[src/hdl/sqch_pkg.sv]
// ----------------------------------------------------------------------------
// Square channel package
// Shared widths, register indexes, state and configuration types, and the
// fixed output level table used by the square-wave channel.
// ----------------------------------------------------------------------------
package sqch_pkg;

   localparam int unsigned CLOCK_HZ = 4194304;

   // Counter units for the length, envelope and sweep timers in clocks.
   localparam int unsigned LEN_UNIT = CLOCK_HZ / 256;
   localparam int unsigned ENV_UNIT = CLOCK_HZ / 64;
   localparam int unsigned SWP_UNIT = CLOCK_HZ / 128;

   localparam int PHASE_W    = 24;
   localparam int LEN_W      = 22;
   localparam int ENV_W      = 20;
   localparam int SWP_W      = 19;
   localparam int FREQ_W     = 11;
   localparam int VOL_W      = 4;
   localparam int DUTY_W     = 5;
   localparam int LEVEL_W    = 14;
   localparam int ELAPSED_W  = 8;
   localparam int CSR_IDX_W  = 3;
   localparam int CSR_DATA_W = 8;

   typedef enum logic [CSR_IDX_W-1:0] {
      CSR_SWEEP_SHIFT    = 3'd0,
      CSR_SWEEP_SUBTRACT = 3'd1,
      CSR_SWEEP_PERIOD   = 3'd2,
      CSR_DUTY_SELECT    = 3'd3,
      CSR_LENGTH_LOAD    = 3'd4,
      CSR_LENGTH_ENABLE  = 3'd5,
      CSR_ENVELOPE       = 3'd6
   } csr_index_type;

   typedef struct packed {
      logic [2:0] sweep_shift;
      logic       sweep_subtract;
      logic [2:0] sweep_period;
      logic [1:0] duty_select;
      logic [5:0] length_load;
      logic       length_enable;
      logic [7:0] envelope_control;
   } cfg_type;

   typedef struct packed {
      logic [PHASE_W-1:0]        phase_clock;
      logic                      active;
      logic [DUTY_W-1:0]         duty_step;
      logic [LEN_W-1:0]          length_left;
      logic [ENV_W-1:0]          env_interval;
      logic [ENV_W-1:0]          env_count;
      logic [SWP_W-1:0]          sweep_interval;
      logic [SWP_W-1:0]          sweep_count;
      logic [FREQ_W-1:0]         cur_freq;
      logic [VOL_W-1:0]          volume;
      logic signed [LEVEL_W-1:0] level_out;
   } state_type;

   localparam logic [DUTY_W-1:0] DUTY_THRESH [4] = '{5'd4, 5'd8, 5'd16, 5'd24};

   // Output level for table position idx: 8191 - (16383 * idx) / 32.
   function automatic logic signed [LEVEL_W-1:0] level_at(input logic [DUTY_W-1:0] idx);
      logic [19:0] prod;
      int          lvl;
      prod = 20'(16383) * 20'(idx);
      lvl = 8191 - int'(prod >> 5);
      return LEVEL_W'(lvl);
   endfunction

endpackage

[src/hdl/sqch_if.sv]
// ----------------------------------------------------------------------------
// Square channel interfaces
// Valid/ready channels for requests, responses and register writes.
// ----------------------------------------------------------------------------
interface sqch_req_if;
   import sqch_pkg::*;

   logic                 valid;
   logic                 ready;
   logic                 mode;
   logic [ELAPSED_W-1:0] elapsed;
   logic [FREQ_W-1:0]    start_freq;

   modport source (output valid, mode, elapsed, start_freq, input ready);
   modport sink   (input valid, mode, elapsed, start_freq, output ready);
endinterface

interface sqch_rsp_if;
   import sqch_pkg::*;

   logic                      valid;
   logic                      ready;
   logic signed [LEVEL_W-1:0] sample;
   logic                      channel_on;
   logic [FREQ_W-1:0]         freq_now;

   modport source (output valid, sample, channel_on, freq_now, input ready);
   modport sink   (input valid, sample, channel_on, freq_now, output ready);
endinterface

interface sqch_csr_if;
   import sqch_pkg::*;

   logic                  valid;
   logic                  ready;
   logic [CSR_IDX_W-1:0]  index;
   logic [CSR_DATA_W-1:0] data;

   modport source (output valid, index, data, input ready);
   modport sink   (input valid, index, data, output ready);
endinterface

[src/hdl/sqch_update.sv]
// ----------------------------------------------------------------------------
// Square channel state update
// Next-state logic for one request: trigger load, phase step, duty level,
// length timer, frequency sweep and volume envelope.
// ----------------------------------------------------------------------------
module sqch_update (
   input  sqch_pkg::cfg_type                   cfg,
   input  sqch_pkg::state_type                 cur,
   input  logic                                mode,
   input  logic [sqch_pkg::ELAPSED_W-1:0]      elapsed,
   input  logic [sqch_pkg::FREQ_W-1:0]         start_freq,
   output sqch_pkg::state_type                 nxt
);
   import sqch_pkg::*;

   logic [PHASE_W:0]   phase_sum;
   logic [PHASE_W-1:0] phase_sat;
   logic [PHASE_W-1:0] period;
   logic [6:0]         len_steps;
   logic               run;
   logic [DUTY_W-1:0]  duty;
   logic [SWP_W-1:0]   swp_sum;
   logic [ENV_W-1:0]   env_sum;
   logic [FREQ_W-1:0]  delta;
   logic [FREQ_W:0]    new_freq;

   always_comb begin
      nxt = cur;

      phase_sum = {1'b0, cur.phase_clock} + (PHASE_W+1)'(elapsed);
      phase_sat = phase_sum[PHASE_W] ? '1 : phase_sum[PHASE_W-1:0];
      len_steps = 7'(7'd64 - {1'b0, cfg.length_load});

      if (mode) begin
         // A trigger request zeroes the phase clock instead of adding its elapsed count.
         nxt.phase_clock    = '0;
         nxt.active         = 1'b1;
         if (cfg.length_enable) begin
            nxt.length_left = LEN_W'(len_steps) * LEN_W'(LEN_UNIT);
         end
         nxt.duty_step      = '0;
         nxt.env_interval   = ENV_W'(cfg.envelope_control[2:0]) * ENV_W'(ENV_UNIT);
         nxt.env_count      = '0;
         nxt.sweep_interval = SWP_W'(cfg.sweep_period) * SWP_W'(SWP_UNIT);
         nxt.sweep_count    = '0;
         nxt.volume         = cfg.envelope_control[7:4];
         nxt.cur_freq       = start_freq;
      end else begin
         nxt.phase_clock = phase_sat;
      end

      // The sweep and envelope still run in the request in which the length timer stops the channel, but not after it.
      run      = nxt.active;
      period   = PHASE_W'(12'(12'd2048 - {1'b0, nxt.cur_freq}));
      duty     = DUTY_W'(nxt.duty_step + 1'b1);
      swp_sum  = nxt.sweep_count + SWP_W'(elapsed);
      env_sum  = nxt.env_count + ENV_W'(elapsed);
      delta    = nxt.cur_freq >> cfg.sweep_shift;
      new_freq = cfg.sweep_subtract ? ({1'b0, nxt.cur_freq} - {1'b0, delta})
                                    : ({1'b0, nxt.cur_freq} + {1'b0, delta});

      if (run) begin
         if (nxt.phase_clock >= period) begin
            nxt.phase_clock = nxt.phase_clock - period;
            nxt.duty_step   = duty;
            if (duty > DUTY_THRESH[cfg.duty_select]) begin
               nxt.level_out = level_at(DUTY_W'(5'd16 + {1'b0, nxt.volume}));
            end else begin
               nxt.level_out = level_at(DUTY_W'(5'd16 - {1'b0, nxt.volume}));
            end
            if (cfg.length_enable) begin
               if (nxt.length_left <= LEN_W'(elapsed)) begin
                  nxt.length_left = '0;
                  nxt.active      = 1'b0;
               end else begin
                  nxt.length_left = nxt.length_left - LEN_W'(elapsed);
               end
            end
         end

         if (nxt.sweep_interval != '0) begin
            if (swp_sum >= nxt.sweep_interval) begin
               nxt.sweep_count = swp_sum - nxt.sweep_interval;
               // A result past 11 bits stops the channel and keeps the old frequency.
               if (new_freq[FREQ_W]) begin
                  nxt.active = 1'b0;
               end else begin
                  nxt.cur_freq = new_freq[FREQ_W-1:0];
               end
            end else begin
               nxt.sweep_count = swp_sum;
            end
         end

         if (nxt.env_interval != '0) begin
            if (env_sum >= nxt.env_interval) begin
               nxt.env_count = env_sum - nxt.env_interval;
               if (cfg.envelope_control[3]) begin
                  if (nxt.volume != 4'hF) begin
                     nxt.volume = nxt.volume + 1'b1;
                  end
               end else begin
                  if (nxt.volume != '0) begin
                     nxt.volume = nxt.volume - 1'b1;
                  end
               end
            end else begin
               nxt.env_count = env_sum;
            end
         end
      end
   end

endmodule

[src/hdl/square_channel_with_sweep.sv]
// A request is registered in the input stage and its response in the output
// register. Throughput: one request per cycle unless responses stall; the
// state is updated combinationally from the registered request, so each
// request sees the previous result. A full response register stalls the
// request side only once the input stage also holds a request. Reset
// (synchronous) zeroes the config, state and valid flags, not data registers.
// ----------------------------------------------------------------------------
// Square channel with sweep
// Square-wave sound channel with frequency sweep, volume envelope and length
// timer, one response per tick request.
// ----------------------------------------------------------------------------
module square_channel_with_sweep (
   input logic clock,
   input logic reset,
   sqch_req_if.sink   req_chan,
   sqch_rsp_if.source rsp_chan,
   sqch_csr_if.sink   csr_chan
);
   import sqch_pkg::*;

   cfg_type   cfg_ff, cfg_in;
   state_type state_ff, state_in, state_next;

   logic                      in_valid_ff, in_valid_in;
   logic                      in_mode_ff;
   logic [ELAPSED_W-1:0]      in_elapsed_ff;
   logic [FREQ_W-1:0]         in_freq_ff;

   logic                      out_valid_ff, out_valid_in;
   logic signed [LEVEL_W-1:0] out_sample_ff;
   logic                      out_on_ff;
   logic [FREQ_W-1:0]         out_freq_ff;

   logic advance;
   logic req_take;
   logic do_step;

   assign advance        = !out_valid_ff || rsp_chan.ready;
   assign req_chan.ready = !in_valid_ff || advance;
   assign req_take       = req_chan.valid && req_chan.ready;
   assign do_step        = in_valid_ff && advance;
   assign csr_chan.ready = 1'b1;

   assign rsp_chan.valid      = out_valid_ff;
   assign rsp_chan.sample     = out_sample_ff;
   assign rsp_chan.channel_on = out_on_ff;
   assign rsp_chan.freq_now   = out_freq_ff;

   sqch_update u_update (
      .cfg        (cfg_ff),
      .cur        (state_ff),
      .mode       (in_mode_ff),
      .elapsed    (in_elapsed_ff),
      .start_freq (in_freq_ff),
      .nxt        (state_next)
   );

   always_comb begin
      cfg_in = cfg_ff;
      if (csr_chan.valid) begin
         unique case (csr_chan.index)
            CSR_SWEEP_SHIFT:    cfg_in.sweep_shift      = csr_chan.data[2:0];
            CSR_SWEEP_SUBTRACT: cfg_in.sweep_subtract   = csr_chan.data[0];
            CSR_SWEEP_PERIOD:   cfg_in.sweep_period     = csr_chan.data[2:0];
            CSR_DUTY_SELECT:    cfg_in.duty_select      = csr_chan.data[1:0];
            CSR_LENGTH_LOAD:    cfg_in.length_load      = csr_chan.data[5:0];
            CSR_LENGTH_ENABLE:  cfg_in.length_enable    = csr_chan.data[0];
            CSR_ENVELOPE:       cfg_in.envelope_control = csr_chan.data;
            default:            cfg_in = cfg_ff;
         endcase
      end
   end

   always_comb begin
      state_in     = do_step ? state_next : state_ff;
      in_valid_in  = req_take ? 1'b1 : (advance ? 1'b0 : in_valid_ff);
      out_valid_in = advance ? in_valid_ff : out_valid_ff;
   end

   always_ff @(posedge clock) begin
      if (reset) begin
         cfg_ff       <= '0;
         state_ff     <= '0;
         in_valid_ff  <= 1'b0;
         out_valid_ff <= 1'b0;
      end else begin
         cfg_ff       <= cfg_in;
         state_ff     <= state_in;
         in_valid_ff  <= in_valid_in;
         out_valid_ff <= out_valid_in;
      end
   end

   always_ff @(posedge clock) begin
      if (req_take) begin
         in_mode_ff    <= req_chan.mode;
         in_elapsed_ff <= req_chan.elapsed;
         in_freq_ff    <= req_chan.start_freq;
      end
      if (do_step) begin
         out_sample_ff <= state_next.level_out;
         out_on_ff     <= state_next.active;
         out_freq_ff   <= state_next.cur_freq;
      end
   end

   // A request held in the input stage is kept until the response side moves.
   a_input_held: assert property (@(posedge clock) disable iff (reset)
      (in_valid_ff && !advance) |=> in_valid_ff)
      else $error("request lost from input stage");

   a_response_made: assert property (@(posedge clock) disable iff (reset)
      (in_valid_ff && advance) |=> out_valid_ff)
      else $error("processed request produced no response");

   // The sweep and envelope counters stay below their intervals whenever the interval is nonzero.
   a_sweep_bound: assert property (@(posedge clock) disable iff (reset)
      (state_ff.sweep_interval != '0) |-> (state_ff.sweep_count < state_ff.sweep_interval))
      else $error("sweep count reached its interval");

   a_env_bound: assert property (@(posedge clock) disable iff (reset)
      (state_ff.env_interval != '0) |-> (state_ff.env_count < state_ff.env_interval))
      else $error("envelope count reached its interval");

endmodule
[src/flat_wrapper.sv]
// flat-port wrapper written by rule: the top's interface ports become plain ports
module square_channel_with_sweep_flat import sqch_pkg::*;
  (clock, reset, req_chan_valid, req_chan_mode, req_chan_elapsed, req_chan_start_freq, req_chan_ready, rsp_chan_valid, rsp_chan_sample, rsp_chan_channel_on, rsp_chan_freq_now, rsp_chan_ready, csr_chan_valid, csr_chan_index, csr_chan_data, csr_chan_ready);
  sqch_req_if req_chan_i ();
  sqch_rsp_if rsp_chan_i ();
  sqch_csr_if csr_chan_i ();
  input logic clock;
  input logic reset;
  input wire logic [$bits(req_chan_i.valid)-1:0] req_chan_valid;
  input wire logic [$bits(req_chan_i.mode)-1:0] req_chan_mode;
  input wire logic [$bits(req_chan_i.elapsed)-1:0] req_chan_elapsed;
  input wire logic [$bits(req_chan_i.start_freq)-1:0] req_chan_start_freq;
  output wire logic [$bits(req_chan_i.ready)-1:0] req_chan_ready;
  output wire logic [$bits(rsp_chan_i.valid)-1:0] rsp_chan_valid;
  output wire logic [$bits(rsp_chan_i.sample)-1:0] rsp_chan_sample;
  output wire logic [$bits(rsp_chan_i.channel_on)-1:0] rsp_chan_channel_on;
  output wire logic [$bits(rsp_chan_i.freq_now)-1:0] rsp_chan_freq_now;
  input wire logic [$bits(rsp_chan_i.ready)-1:0] rsp_chan_ready;
  input wire logic [$bits(csr_chan_i.valid)-1:0] csr_chan_valid;
  input wire logic [$bits(csr_chan_i.index)-1:0] csr_chan_index;
  input wire logic [$bits(csr_chan_i.data)-1:0] csr_chan_data;
  output wire logic [$bits(csr_chan_i.ready)-1:0] csr_chan_ready;
  assign req_chan_i.valid = req_chan_valid;
  assign req_chan_i.mode = req_chan_mode;
  assign req_chan_i.elapsed = req_chan_elapsed;
  assign req_chan_i.start_freq = req_chan_start_freq;
  assign req_chan_ready = req_chan_i.ready;
  assign rsp_chan_valid = rsp_chan_i.valid;
  assign rsp_chan_sample = rsp_chan_i.sample;
  assign rsp_chan_channel_on = rsp_chan_i.channel_on;
  assign rsp_chan_freq_now = rsp_chan_i.freq_now;
  assign rsp_chan_i.ready = rsp_chan_ready;
  assign csr_chan_i.valid = csr_chan_valid;
  assign csr_chan_i.index = csr_chan_index;
  assign csr_chan_i.data = csr_chan_data;
  assign csr_chan_ready = csr_chan_i.ready;
  square_channel_with_sweep u_core (.clock(clock), .reset(reset), .req_chan(req_chan_i), .rsp_chan(rsp_chan_i), .csr_chan(csr_chan_i));
endmodule
[config.mk]
export PLATFORM = sky130hd
export DESIGN_NAME = square_channel_with_sweep_flat
export DESIGN_NICKNAME = d
export VERILOG_FILES = /design/src/hdl/sqch_pkg.sv /design/src/hdl/sqch_if.sv /design/src/hdl/sqch_update.sv /design/src/hdl/square_channel_with_sweep.sv /design/src/flat_wrapper.sv
export SDC_FILE = /design/constraint.sdc
export NUM_CORES = 1
export LEC_CHECK = 0
export ABC_AREA = 1
export BUFFER_PORTS_ARGS = -buffer_cell sky130_fd_sc_hd__buf_4
export CORE_UTILIZATION = 55
export DETAILED_ROUTE_END_ITERATION = 8
export GPL_TIMING_DRIVEN = 0
export MAX_ROUTING_LAYER = met4
export PLACE_DENSITY = 0.7
export SETUP_SLACK_MARGIN = 0.05
export SLEW_MARGIN = 20
export SYNTH_ARGS = -nofsm -noshare
export SYNTH_HDL_FRONTEND = slang
export SYNTH_SLANG_ARGS = --single-unit
[constraint.sdc]
create_clock -name clock -period 7.25 [get_ports clock]
set_input_delay 2.175 -clock clock [delete_from_list [all_inputs] [get_ports clock]]
set_output_delay 2.175 -clock clock [all_outputs]
set_load 0.005 [all_outputs]
# After elaboration in Yosys (flattened, before gate mapping)
# Cells that the tools add are included.
[op_classes]
multipliers = 2
n_bitwise = 1
shift = 1
n_reduce_logical = 18
magnitude_cmp = 6
addsub = 18
n_eq_ne = 7
div = 0
n_mux = 34
[op_table]
columns = ["operator", "count"]
rows = [
  ["$mux W121", 1],
  ["$mux W52", 2],
  ["$mux W22", 3],
  ["$mux W20", 3],
  ["$mux W24", 2],
  ["$mux W48", 1],
  ["$mul A14 B5 Y19 const A", 2],
  ["$mux W30", 1],
  ["$mux W14", 2],
  ["$sub A13 B14 Y14 const A", 2],
  ["$add A24 B8 Y25", 1],
  ["$ge A24 B12 Y1", 1],
  ["$sub A24 B12 Y24", 1],
  ["$le A22 B8 Y1", 1],
  ["$mux W11", 2],
  ["$sub A22 B8 Y22", 1],
  ["$add A20 B8 Y20", 1],
  ["$ge A20 B20 Y1", 1],
  ["$mux W4", 5],
  ["$reduce_bool A20 Y1", 1],
  ["$sub A20 B20 Y20", 1],
  ["$add A19 B8 Y19", 1],
  ["$ge A19 B19 Y1", 1],
  ["$mux W19", 1],
  ["30 further kinds", 49],
]
[totals]
latch_bits = 0
memories = 0
rom_bits = 0
inputBits = 36
wordCells = 113
register_bits = 231
output_inout_bits = 29
ramBits = 0

# Logic depth before layout (Yosys ltp)
# Gate-level depths: netlist of the first run.
[depth]
ltp_word = 11
mapped_depth = 35
depth_no_buf = 30

# Cells and area by module
# A second synthesis of the first run with hierarchy kept.
[unflattened]
hier_cells = 3481
hier_area_um2 = 21952.3
[by_module_without_submodules]
columns = ["mod", "cells_per_inst", "area_per_inst_um2", "instances"]
rows = [
  ["sqch_update", 2404, 12981.2, 1],
  ["square_channel_with_sweep", 1077, 8971.1, 1],
]

# Worst setup path after synthesis of the first run
# Ideal clock, no wire load.
[synth_timing]
path_type = "register to register"
from = "register u_core.in_mode_ff"
to = "register u_core.out_sample_ff[13], in the netlist u_core.rsp_chan.sample[13], data pin"
synth_period_minus_slack_ps = 5806
slack_ps = 1444
stages_incl_launch_ff = 27
path_buffers = 4
t_arrival_ps = 5550
cell_sequence = "edfxtp_1 buf_4 inv_2 buf_4 buf_6 buf_2 or2_2 o21ai_1 ha_1 xor2_1 fa_1 inv_1 fa_1 fa_1 inv_1 ha_1 a21oi_1 nor2_1 nor2_1 o21ai_0 nand2_1 nand3_1 or2_2 nand3_1 nand3_1 o21ai_1 inv_1"
[synth_lines]
columns = ["item", "line", "text"]
rows = [
  ["from (decl)", "square_channel_with_sweep.sv:25", "logic in_mode_ff;"],
  ["from (signal assigned)", "square_channel_with_sweep.sv:96", "in_mode_ff <= req_chan.mode;"],
  ["to (signal assigned)", "square_channel_with_sweep.sv:101", "out_sample_ff <= state_next.level_out;"],
  ["to (decl)", "square_channel_with_sweep.sv:30", "logic signed [LEVEL_W-1:0] out_sample_ff;"],
]

==> out/metrics.cfg, run 1 <==
[status]
status = completed

[synthesis]
yosysTopAreaCell = dfxtp_1
synth_xor_xnor_area_share_pct = 5.77
synth-compound-area-share_pct = 16.0
synth_area_leaders = dfxtp_1, nand2_1, ha_1
synth_simple_gate_area_share_pct = 29.0
syn-cell-area_sq_um = 19300
synth-edff-count = 46
syn_avg_cell_area_sq_um = 6.62
ys_types = 57
yosys_warnings = 0
ys.flop_type = dfxtp_1
synth_top_family_by_area = simple AND/OR/NAND/NOR gates
synthAdderAreaFrac_pct = 11.8
synth-seq-cells = 231
postSynth.asyncResetShare_pct = 0
ys_seq_area_share_pct = 26.4
synth_nets = 3118
yosys.area.top_type_share_pct = 19.2
synthMuxAreaShare_pct = 0.259
syn_inst = 2914

[detailed_routing]
drtIter0Drc = 1803
drt.antenna.violating_nets = 0
drc = 0
avgRoutedWirePerCell_um = 18.1
vias = 19700
routed_wirelength_um = 63100
firstDrtPassIters = 6
viasPerCell = 5.65

[setup_path]
cpMaxStageDelayCell = fa_1
reg2reg_from = u_core.in_mode_ff
crit_path_start_kind = flop
max_stage_delay_ps = 460
endpoint_kind = flop
crit_type = reg2reg
cpMostUsedCell = nand2_1
critical_path.top_delay_family = simple AND/OR/NAND/NOR gates
crit_fanout = 10
crit_arrival_ps = 7210
startpoint = u_core.in_mode_ff
critPathBufInv = 9
cp.required_ps = 7560

[placed_design]
numPortBuffers = 63
place.gp.congestion = 0.989
place_hpwl_um = 49200
place_inst = 3433

[die]
die_h_um = 189
rows = 68
start_util_pct = 55.8
die_width_um = 189
core_sq_um = 34500
die-area_sq_um = 35800
boundaryPins = 65

[power_and_ir_drop]
p_total_mw = 4.98
power_density_nw_per_um2 = 233
power_leakage_nw = 10.6
peakVddDrop_v = 0.000234

[global_routing]
grt_pass1_wl_um = 99200
antenna_found_initial = 0
grt_max_degree = 30
overflow = 0
grt_pass1_vias = 18300
track_usage_pct = 36.4

[cts]
numCtsBuffers = 28
cts_tree = done
cts_buffer_depth = 3
htreeDepth = 1
clk_pin_slew_ps = 70
hold_buffers = 0
clock-sinks = 231
post_cts_buffers = 0
clock_latency_ps = 580
ctsResizeCount = 0
cts_root_buf = clkbuf_16

[final_layout]
fin_nets = 3212
layout.cells.non_filler = 3484
multi_input_area_sq_um = 12100
fillerInstances = 3307
drive_above_1_share_pct = 7.43
antennaDiodeCount = 0
synthToLayoutAreaGrowth_pct = 10.6
regArea_sq_um = 5080

[timing]
slew_viol_final = 0
setup_violations = 0
period_minus_slack_ps = 6900
rsz0062_at_grt = no
fin_setup_tns_ps = 0
worst_pin_slew_ps = 1020
skew_ps = 27.2
max_freq_ghz = 0.145
finalHoldViolCount = 0
post-route-period-util_pct = 95.1
slew_headroom_pct = 31.8

[job]
maxCapViolCount = 0

[hold_path]
hp-class = reg2reg
hp-start = u_core.state_ff[61]

[registers in the layout, indices dropped and copies added (netlist names)]
| signal | flops |
|---|---|
| u_core.rsp_chan.sample | 14 |
| u_core.rsp_chan.freq_now | 11 |
| u_core.in_mode_ff | 1 |
| u_core.in_valid_ff | 1 |
| u_core.rsp_chan.channel_on | 1 |
| u_core.in_elapsed_ff | 8 |
| u_core.state_ff | 159 |
| u_core.rsp_chan.valid | 1 |
| u_core.cfg_ff | 24 |
| u_core.in_freq_ff | 11 |
[worst register-to-register path, delay by kind of cell, from the launching register on]
| family | cells | cell delay (ps) |
|---|---|---|
| AO/OA/AOI/OAI | 1 | 280 |
| XOR/XNOR | 1 | 210 |
| adder cells (fa/ha/maj) | 2 | 810 |
| buffers and inverters | 9 | 1970 |
| flip-flops | 1 | 450 |
| AND/OR/NAND/NOR | 15 | 2900 |
[cell usage after synthesis (3+ instances only)]
| library cell | n |
|---|---|
| nand2_1 | 665 |
| inv_1 | 406 |
| a21oi_1 | 258 |
| nor2_1 | 254 |
| nand3_1 | 225 |
| dfxtp_1 | 185 |
| o21ai_0 | 156 |
| ha_1 | 145 |
| xor2_1 | 88 |
| nand4_1 | 58 |
| clkbuf_1 | 52 |
| edfxtp_1 | 46 |
| o211ai_1 | 40 |
| xnor2_1 | 39 |
| nor3_1 | 27 |
| o21ai_1 | 26 |
| fa_1 | 23 |
| buf_2 | 22 |
| or2_2 | 15 |
| inv_2 | 14 |
| buf_1 | 13 |
| nand2_2 | 13 |
| a21o_1 | 12 |
| o21ai_2 | 11 |
| a31oi_1 | 10 |
| nor4_1 | 10 |
| o21bai_1 | 9 |
| buf_6 | 8 |
| a211oi_1 | 7 |
| buf_4 | 6 |
| clkinv_1 | 6 |
| nand3_2 | 6 |
| nor2_2 | 6 |
| a221oi_1 | 5 |
| and3_1 | 5 |
| mux2i_1 | 5 |
| nand3b_1 | 5 |
| o21a_1 | 4 |
| o22ai_1 | 4 |
| nor3_2 | 3 |
[path summary, 6_finish.rpt]
path | slack (ps) | cells past startpoint | end
worst max-delay path | 350 | 28 | u_core.rsp_chan.freq_now[3]
worst min-delay path | 460 | 2 | u_core.state_ff[61]
worst max register to register | 350 | 28 | u_core.rsp_chan.freq_now[3]
worst min register to register | 460 | 2 | u_core.state_ff[61]
[layer usage]
layer / vias to the layer above / global-route usage [%] / routed length (um)
met5: - / - / 0
met4: 0 / 12.7 / 2200
met3: 134 / 3.67 / 4580
met2: 726 / 56.7 / 27900
met1: 9064 / 49.0 / 28500
li1: 9760 / - / -
[layout by cell type, fill, tap and decap left out, types with 12 or more instances in the layout]
cell / Yosys / final
inv_2: 14 / 14
edfxtp_1: 46 / 46
fa_1: 23 / 23
nand3_1: 225 / 225
o21ai_1: 26 / 26
nor2_1: 254 / 254
clkbuf_1: 52 / 55
ha_1: 145 / 145
xnor2_1: 39 / 39
o21ai_2: 11 / 12
o211ai_1: 40 / 40
inv_1: 406 / 406
nand2_2: 13 / 13
nand4_1: 58 / 58
buf_2: 22 / 22
nor3_1: 27 / 26
or2_2: 15 / 15
xor2_1: 88 / 88
buf_4: 6 / 69
clkbuf_16: 0 / 30
dfxtp_1: 185 / 185
nand2_1: 665 / 665
o21ai_0: 156 / 155
a21o_1: 12 / 12
a21oi_1: 258 / 258
[kinds of logic after synthesis]
group	Yosys count
xor+xnor	127
mux	5
simple gates	1300
flops	231
buf+inv	527
compound gates	555
fa+ha+maj	168
other cells	1
[stage by stage]
| stage | hold WS (ps) | util [%] | setup slack [ps] | instance area (sq um) |
|---|---|---|---|---|
| floorplan | 436 | - | 1440 | 19300 |
| global placement | 444 | 58.9 | 219 | 20300 |
| detailed placement | 446 | 58.9 | 174 | 20400 |
| CTS | 456 | 61.7 | 127 | 21300 |
| global route | 470 | 61.8 | 50.4 | 21300 |
| finish | 456 | 61.8 | 355 | 21300 |
[cell type report]
class,count,area share [%]
Clock buffer,37,3.83
Tap cell,455,2.67
Timing Repair Buffer,64,2.31
Multi-Input combinational cell,2156,56.8
Buffer,101,2.32
Clock inverter,14,0.733
Inverter,426,7.49
Sequential cell,231,23.8
[power by group]
group	internal (mW)	total [mW]	switching (mW)	leakage [nW]
combinational	0.693	2.01	1.32	8.21
sequential	1.41	1.46	0.0503	1.95
clock	0.896	1.51	0.609	0.464
(Power assumes the default switching activity.)
==> run 2: changes to the inputs <==
Settings changed: MAX_ROUTING_LAYER met4 to unset.
==> run 2 against run 1 <==
Net effect: worst hold slack improved by 0.59 ps; die area did not move; routed wire length fell by 0.24%; clock skew fell by 9.5 ps; via count rose by 0.24%; clock power barely moved; sequential share of layout area barely moved; first-iteration DRC count fell by 0.83%; combinational power barely moved; total power rose by 0.69%; setup slack improved by 93 ps; global-route usage fell by 1.1 points.
==> out/metrics.cfg, run 2 (synthesis gave the netlist of run 1 again) <==
[setup_path]
rrSetupSlack_ps = 450
r2r_end = u_core.state_ff[26]
crit_type = reg2reg
reg2reg_from = u_core.in_mode_ff
cp.required_ps = 7710
cpMaxStageDelayCell = edfxtp_1
reg2reg_depth = 30
crit_arrival_ps = 7270
endpoint_kind = flop
cpMostUsedCell = nand2_1
max_stage_delay_ps = 450
crit_path_start_kind = flop
crit_fanout = 10

[final_layout]
largest_reg_flops = 159
final_cell_mix = nand2_1, inv_1, a21oi_1
top_register = u_core.state_ff
synthToLayoutAreaGrowth_pct = 10.7
layout_commonest_cell = nand2_1
drive_above_1_share_pct = 7.30
final_area_sq_um = 21300
fin_nets = 3210
fillerInstances = 3342
antennaDiodeCount = 0

[hold_path]
whs_endpoint = u_core.state_ff[50]
whs_path_depth = 2
hp-start = u_core.state_ff[50]
hp-class = reg2reg

[timing]
period_minus_slack_ps = 6800
max_freq_ghz = 0.147
slew_viol_final = 0
slew_headroom_pct = 36.2
worst_pin_slew_ps = 956
skew_ps = 17.7
fin_setup_tns_ps = 0
finalHoldViolCount = 0
rsz0062_at_grt = no
setup_violations = 0
post-route-period-util_pct = 93.8

[detailed_routing]
firstDrtPassIters = 6
avgRoutedWirePerCell_um = 18.1
wl_met2_um = 27900
wl_met3_um = 4750
wl_met1_um = 28000
drt.antenna.violating_nets = 0
viasPerCell = 5.67
routed.top_layer = met4
drtIter0Drc = 1788
drc = 0
routed_wirelength_um = 63000
vias = 19700

[placed_design]
place.gp.congestion = 0.985
placed_area_sq_um = 20400
place_hpwl_um = 49200
numPortBuffers = 63

[global_routing]
grt_pass1_vias = 18600
overflow = 0
grt_pass1_wl_um = 99500
track_usage_pct = 35.3
grt_max_degree = 30
antenna_found_initial = 0

[cts]
htreeDepth = 1
clock-sinks = 231
numCtsBuffers = 27
cts_buffer_depth = 3
cts_tree = done
clk_pin_slew_ps = 60
clock_latency_ps = 570
cts_root_buf = clkbuf_16
post_cts_buffers = 0

[power_and_ir_drop]
switching_power_mw = 1.96
seqPwrFrac_pct = 29.2
peakVddDrop_v = 0.000235
power_density_nw_per_um2 = 235
power_frac_clock_pct = 30.6
power_leakage_nw = 10.6
p_comb_share_pct = 40.1
swShare_pct = 39.2
p_int_mw = 3.05

[status]
status = completed

[die]
start_util_pct = 55.8
die_width_um = 189
die_h_um = 189
rows = 68
boundaryPins = 65
die-area_sq_um = 35800
core_sq_um = 34500

[job]
maxCapViolCount = 0

[run 2: cell count changes in the layout (fill, tap and decap cells not counted), sizes merged]
| cell | change |
|---|---|
| buf | +1 |
| bufinv | +3 |
| clkinv | +2 |
| clkbuf | -4 |
| clkinvlp | -4 |
[run 2: layout make-up]
type | count | area, sq um | share of cell area (%)
multi-input cells | 2156 | 12100 | 56.8
flip-flops and latches | 231 | 5080 | 23.8
inverters | 426 | 1600 | 7.49
clock buffers | 35 | 747 | 3.50
well taps | 455 | 569 | 2.67
repair buffers | 64 | 493 | 2.31
plain buffers | 100 | 489 | 2.29
clock inverters | 15 | 238 | 1.11
[run 2: metal layers]
metal | GRT usage (%) | vias up
li1 | - | 9765
met1 | 47.9 | 9096
met2 | 56.7 | 749
met3 | 5.30 | 122
met4 | 12.6 | 0
met5 | 0 | -
[run 2: how the worst max path moves through the flow]
stage,depth (start not counted),from,to
3_5_place_dp,27,u_core.in_mode_ff,u_core.rsp_chan.freq_now[1]
5_1_grt,30,u_core.in_mode_ff,u_core.state_ff[26]
4_1_cts,29,u_core.in_mode_ff,u_core.state_ff[26]
2_1_floorplan,26,u_core.in_mode_ff,u_core.rsp_chan.sample[13]
6_report,30,u_core.in_mode_ff,u_core.state_ff[26]
3_3_place_gp,27,u_core.in_mode_ff,u_core.rsp_chan.freq_now[3]
[run 2: what timing repair did]
item | 4_1_cts | 5_1_grt
gates resized for setup | 0 | 3
hold buffers | 0 | 0
endpoints found under the setup margin | 0 | 49
[run 2: stage by stage]
step	hold slack, ps	power (mW)	worst slack (ps)	utilization [%]	std cells
after global placement	445	3.41	293	58.9	3432
after floorplan	436	2.90	1440	-	2914
after global routing	470	5.32	101	61.8	3482
final	457	5.01	448	61.8	3482
after CTS	456	4.98	179	61.8	3483
after detailed placement	446	3.45	190	58.9	3433
[run 2: power by group through the flow]
| stage | clock network (mW) | logic (mW) | registers, mW |
|---|---|---|---|
| 3_5_place_dp | 0 | 1.96 | 1.49 |
| 6_report | 1.54 | 2.01 | 1.46 |
| 3_3_place_gp | 0 | 1.92 | 1.49 |
| 4_1_cts | 1.54 | 1.98 | 1.46 |
| 5_1_grt | 1.60 | 2.26 | 1.47 |
| 2_1_floorplan | 0 | 1.43 | 1.48 |
[run 2: worst max-delay path: cells and delay by family, from the launching register on]
family | cells | cell delay, ps
flops | 1 | 450
fa+ha+maj | 2 | 800
simple gates | 16 | 2920
buf+inv | 10 | 2010
compound gates | 1 | 300
xor+xnor | 1 | 190
==> run 3: changes to the inputs <==
Settings changed: CORE_UTILIZATION 55 to 25, PLACE_DENSITY 0.7 to 0.37.
==> run 3 against run 2 <==
Net effect: worst hold slack got worse by 3.0 ps; first-iteration DRC count decreased by 32%; design area increased by 3.7%; maximum frequency grew 1.3%; die area rose by 120%; largest cell class unchanged.
==> out/metrics.cfg, run 3 (synthesis gave the netlist of run 1 again) <==
[timing]
post-route-period-util_pct = 92.6
max_freq_ghz = 0.149
setup_violations = 0
rsz0062_at_grt = no
slew_viol_final = 0
period_minus_slack_ps = 6710
worst_pin_slew_ps = 1090
slew_headroom_pct = 27.5
skew_ps = 36.6
finalHoldViolCount = 0

[cts]
numCtsBuffers = 29
htreeDepth = 1
clk_pin_slew_ps = 60
cts_root_buf = clkbuf_16
cts_tree = done
clock-sinks = 231
cts_buffer_depth = 3
clock_latency_ps = 590

[power_and_ir_drop]
p_comb_share_pct = 40.4
switching_power_mw = 2.04
peakVddDrop_v = 0.000173
p_total_mw = 5.09
power_frac_clock_pct = 30.7
p_int_mw = 3.05
swShare_pct = 40.1
seqPwrFrac_pct = 28.8
power_density_nw_per_um2 = 230
power_leakage_nw = 10.7

[placed_design]
numPortBuffers = 63
place_hpwl_um = 59800
placed_area_sq_um = 21100
place.gp.congestion = 0.891

[detailed_routing]
avgRoutedWirePerCell_um = 18.4
viasPerCell = 4.74
firstDrtPassIters = 6
drt.antenna.violating_nets = 0
vias = 19300
routed_wirelength_um = 74700
drtIter0Drc = 1219
drc = 0

[final_layout]
drive_above_1_share_pct = 7.59
final_cell_mix = nand2_1, inv_1, a21oi_1
top_register = u_core.state_ff
synthToLayoutAreaGrowth_pct = 14.7
fillerInstances = 8446
antennaDiodeCount = 0
fin_nets = 3213
layout_commonest_cell = nand2_1
largest_reg_flops = 159
final_area_sq_um = 22100

[die]
die-area_sq_um = 78300
boundaryPins = 65
core_sq_um = 76100
die_width_um = 280
die_h_um = 280
start_util_pct = 25.4
rows = 101

[setup_path]
cpMostUsedCell = nand2_1
cp.required_ps = 7760
max_stage_delay_ps = 460
cpMaxStageDelayCell = edfxtp_1
crit_type = reg2reg
crit_path_start_kind = flop
endpoint_kind = flop
crit_arrival_ps = 7230
crit_fanout = 10

[global_routing]
antenna_found_initial = 1
grt_pass1_vias = 18400
grt_pass1_wl_um = 113000
overflow = 0
grt_max_degree = 30
track_usage_pct = 18.9

[hold_path]
hp-class = reg2reg

[status]
status = completed

[job]
maxCapViolCount = 0

run 3: cell count changes in the layout (fill, tap and decap cells not counted), moves of 2 or more:
cell,delta
clkbuf_1,-3
clkbuf_16,+2
clkinv_2,+3
buf_2,-3
clkbuf_2,+2
clkbuf_8,+2
bufinv_16,-2
buf_4,+2
run 3: path summary, 6_finish.rpt:
check                            from                   to  slack (ps)  cells past startpoint
hold reg to reg   u_core.state_ff[61]  u_core.state_ff[61]         450                      2
hold / removal    u_core.state_ff[61]  u_core.state_ff[61]         450                      2
setup / recovery    u_core.in_mode_ff  u_core.state_ff[67]         540                     31
setup reg to reg    u_core.in_mode_ff  u_core.state_ff[67]         540                     31
run 3: stage by stage:
step / util (%) / cells / setup TNS (ps) / worst slack (ps) / hold WS (ps)
floorplan: - / 2914 / 0 / 1440 / 436
global route: 29.1 / 4061 / 0 / 125 / 472
global placement: 27.7 / 4007 / -5890 / -361 / 444
detailed placement: 27.7 / 4009 / -5580 / -339 / 446
finish: 29.1 / 4061 / 0 / 537 / 454
CTS: 29.1 / 4062 / 0 / 158 / 455
run 3: area by class of cell:
class / count / area [sq um] / share of cell area (%)
Sequential cell: 231 / 5080 / 23.0
Tap cell: 1030 / 1290 / 5.82
Multi-Input combinational cell: 2156 / 12100 / 54.9
Clock inverter: 15 / 180 / 0.814
Clock buffer: 38 / 821 / 3.71
Timing Repair Buffer: 66 / 515 / 2.33
Inverter: 426 / 1600 / 7.23
Buffer: 99 / 492 / 2.22
run 3: timing repair:
action                     CTS  global route
setup endpoints to repair   32            57
resized for setup            3            10
setup buffers                1             0
hold buffers                 0             0
pin swaps                    1             0
run 3: worst max-delay path, delay by kind of cell, from the launching register on:
family,cells,cell delay [ps]
flops,1,460
simple gates,11,1660
compound gates,6,1500
fa+ha+maj,2,530
xor+xnor,1,250
buf+inv,11,2200
run 3: power by group through the flow:
stage,Sequential [mW],Combinational (mW),Clock (mW)
2_1_floorplan,1.48,1.43,0
3_3_place_gp,1.49,2.05,0
3_5_place_dp,1.49,2.06,0
4_1_cts,1.47,2.08,1.60
5_1_grt,1.47,2.32,1.65
6_report,1.47,2.06,1.56
run 3: layer usage:
| layer | track usage [%] | share of wire (%) | routed length, um |
|---|---|---|---|
| met1 | 27.7 | 51 | 37800 |
| met2 | 29.5 | 43 | 32200 |
| met3 | 2.06 | 4.5 | 3330 |
| met4 | 3.70 | 1.9 | 1450 |
| met5 | 0 | 0 | 0 |
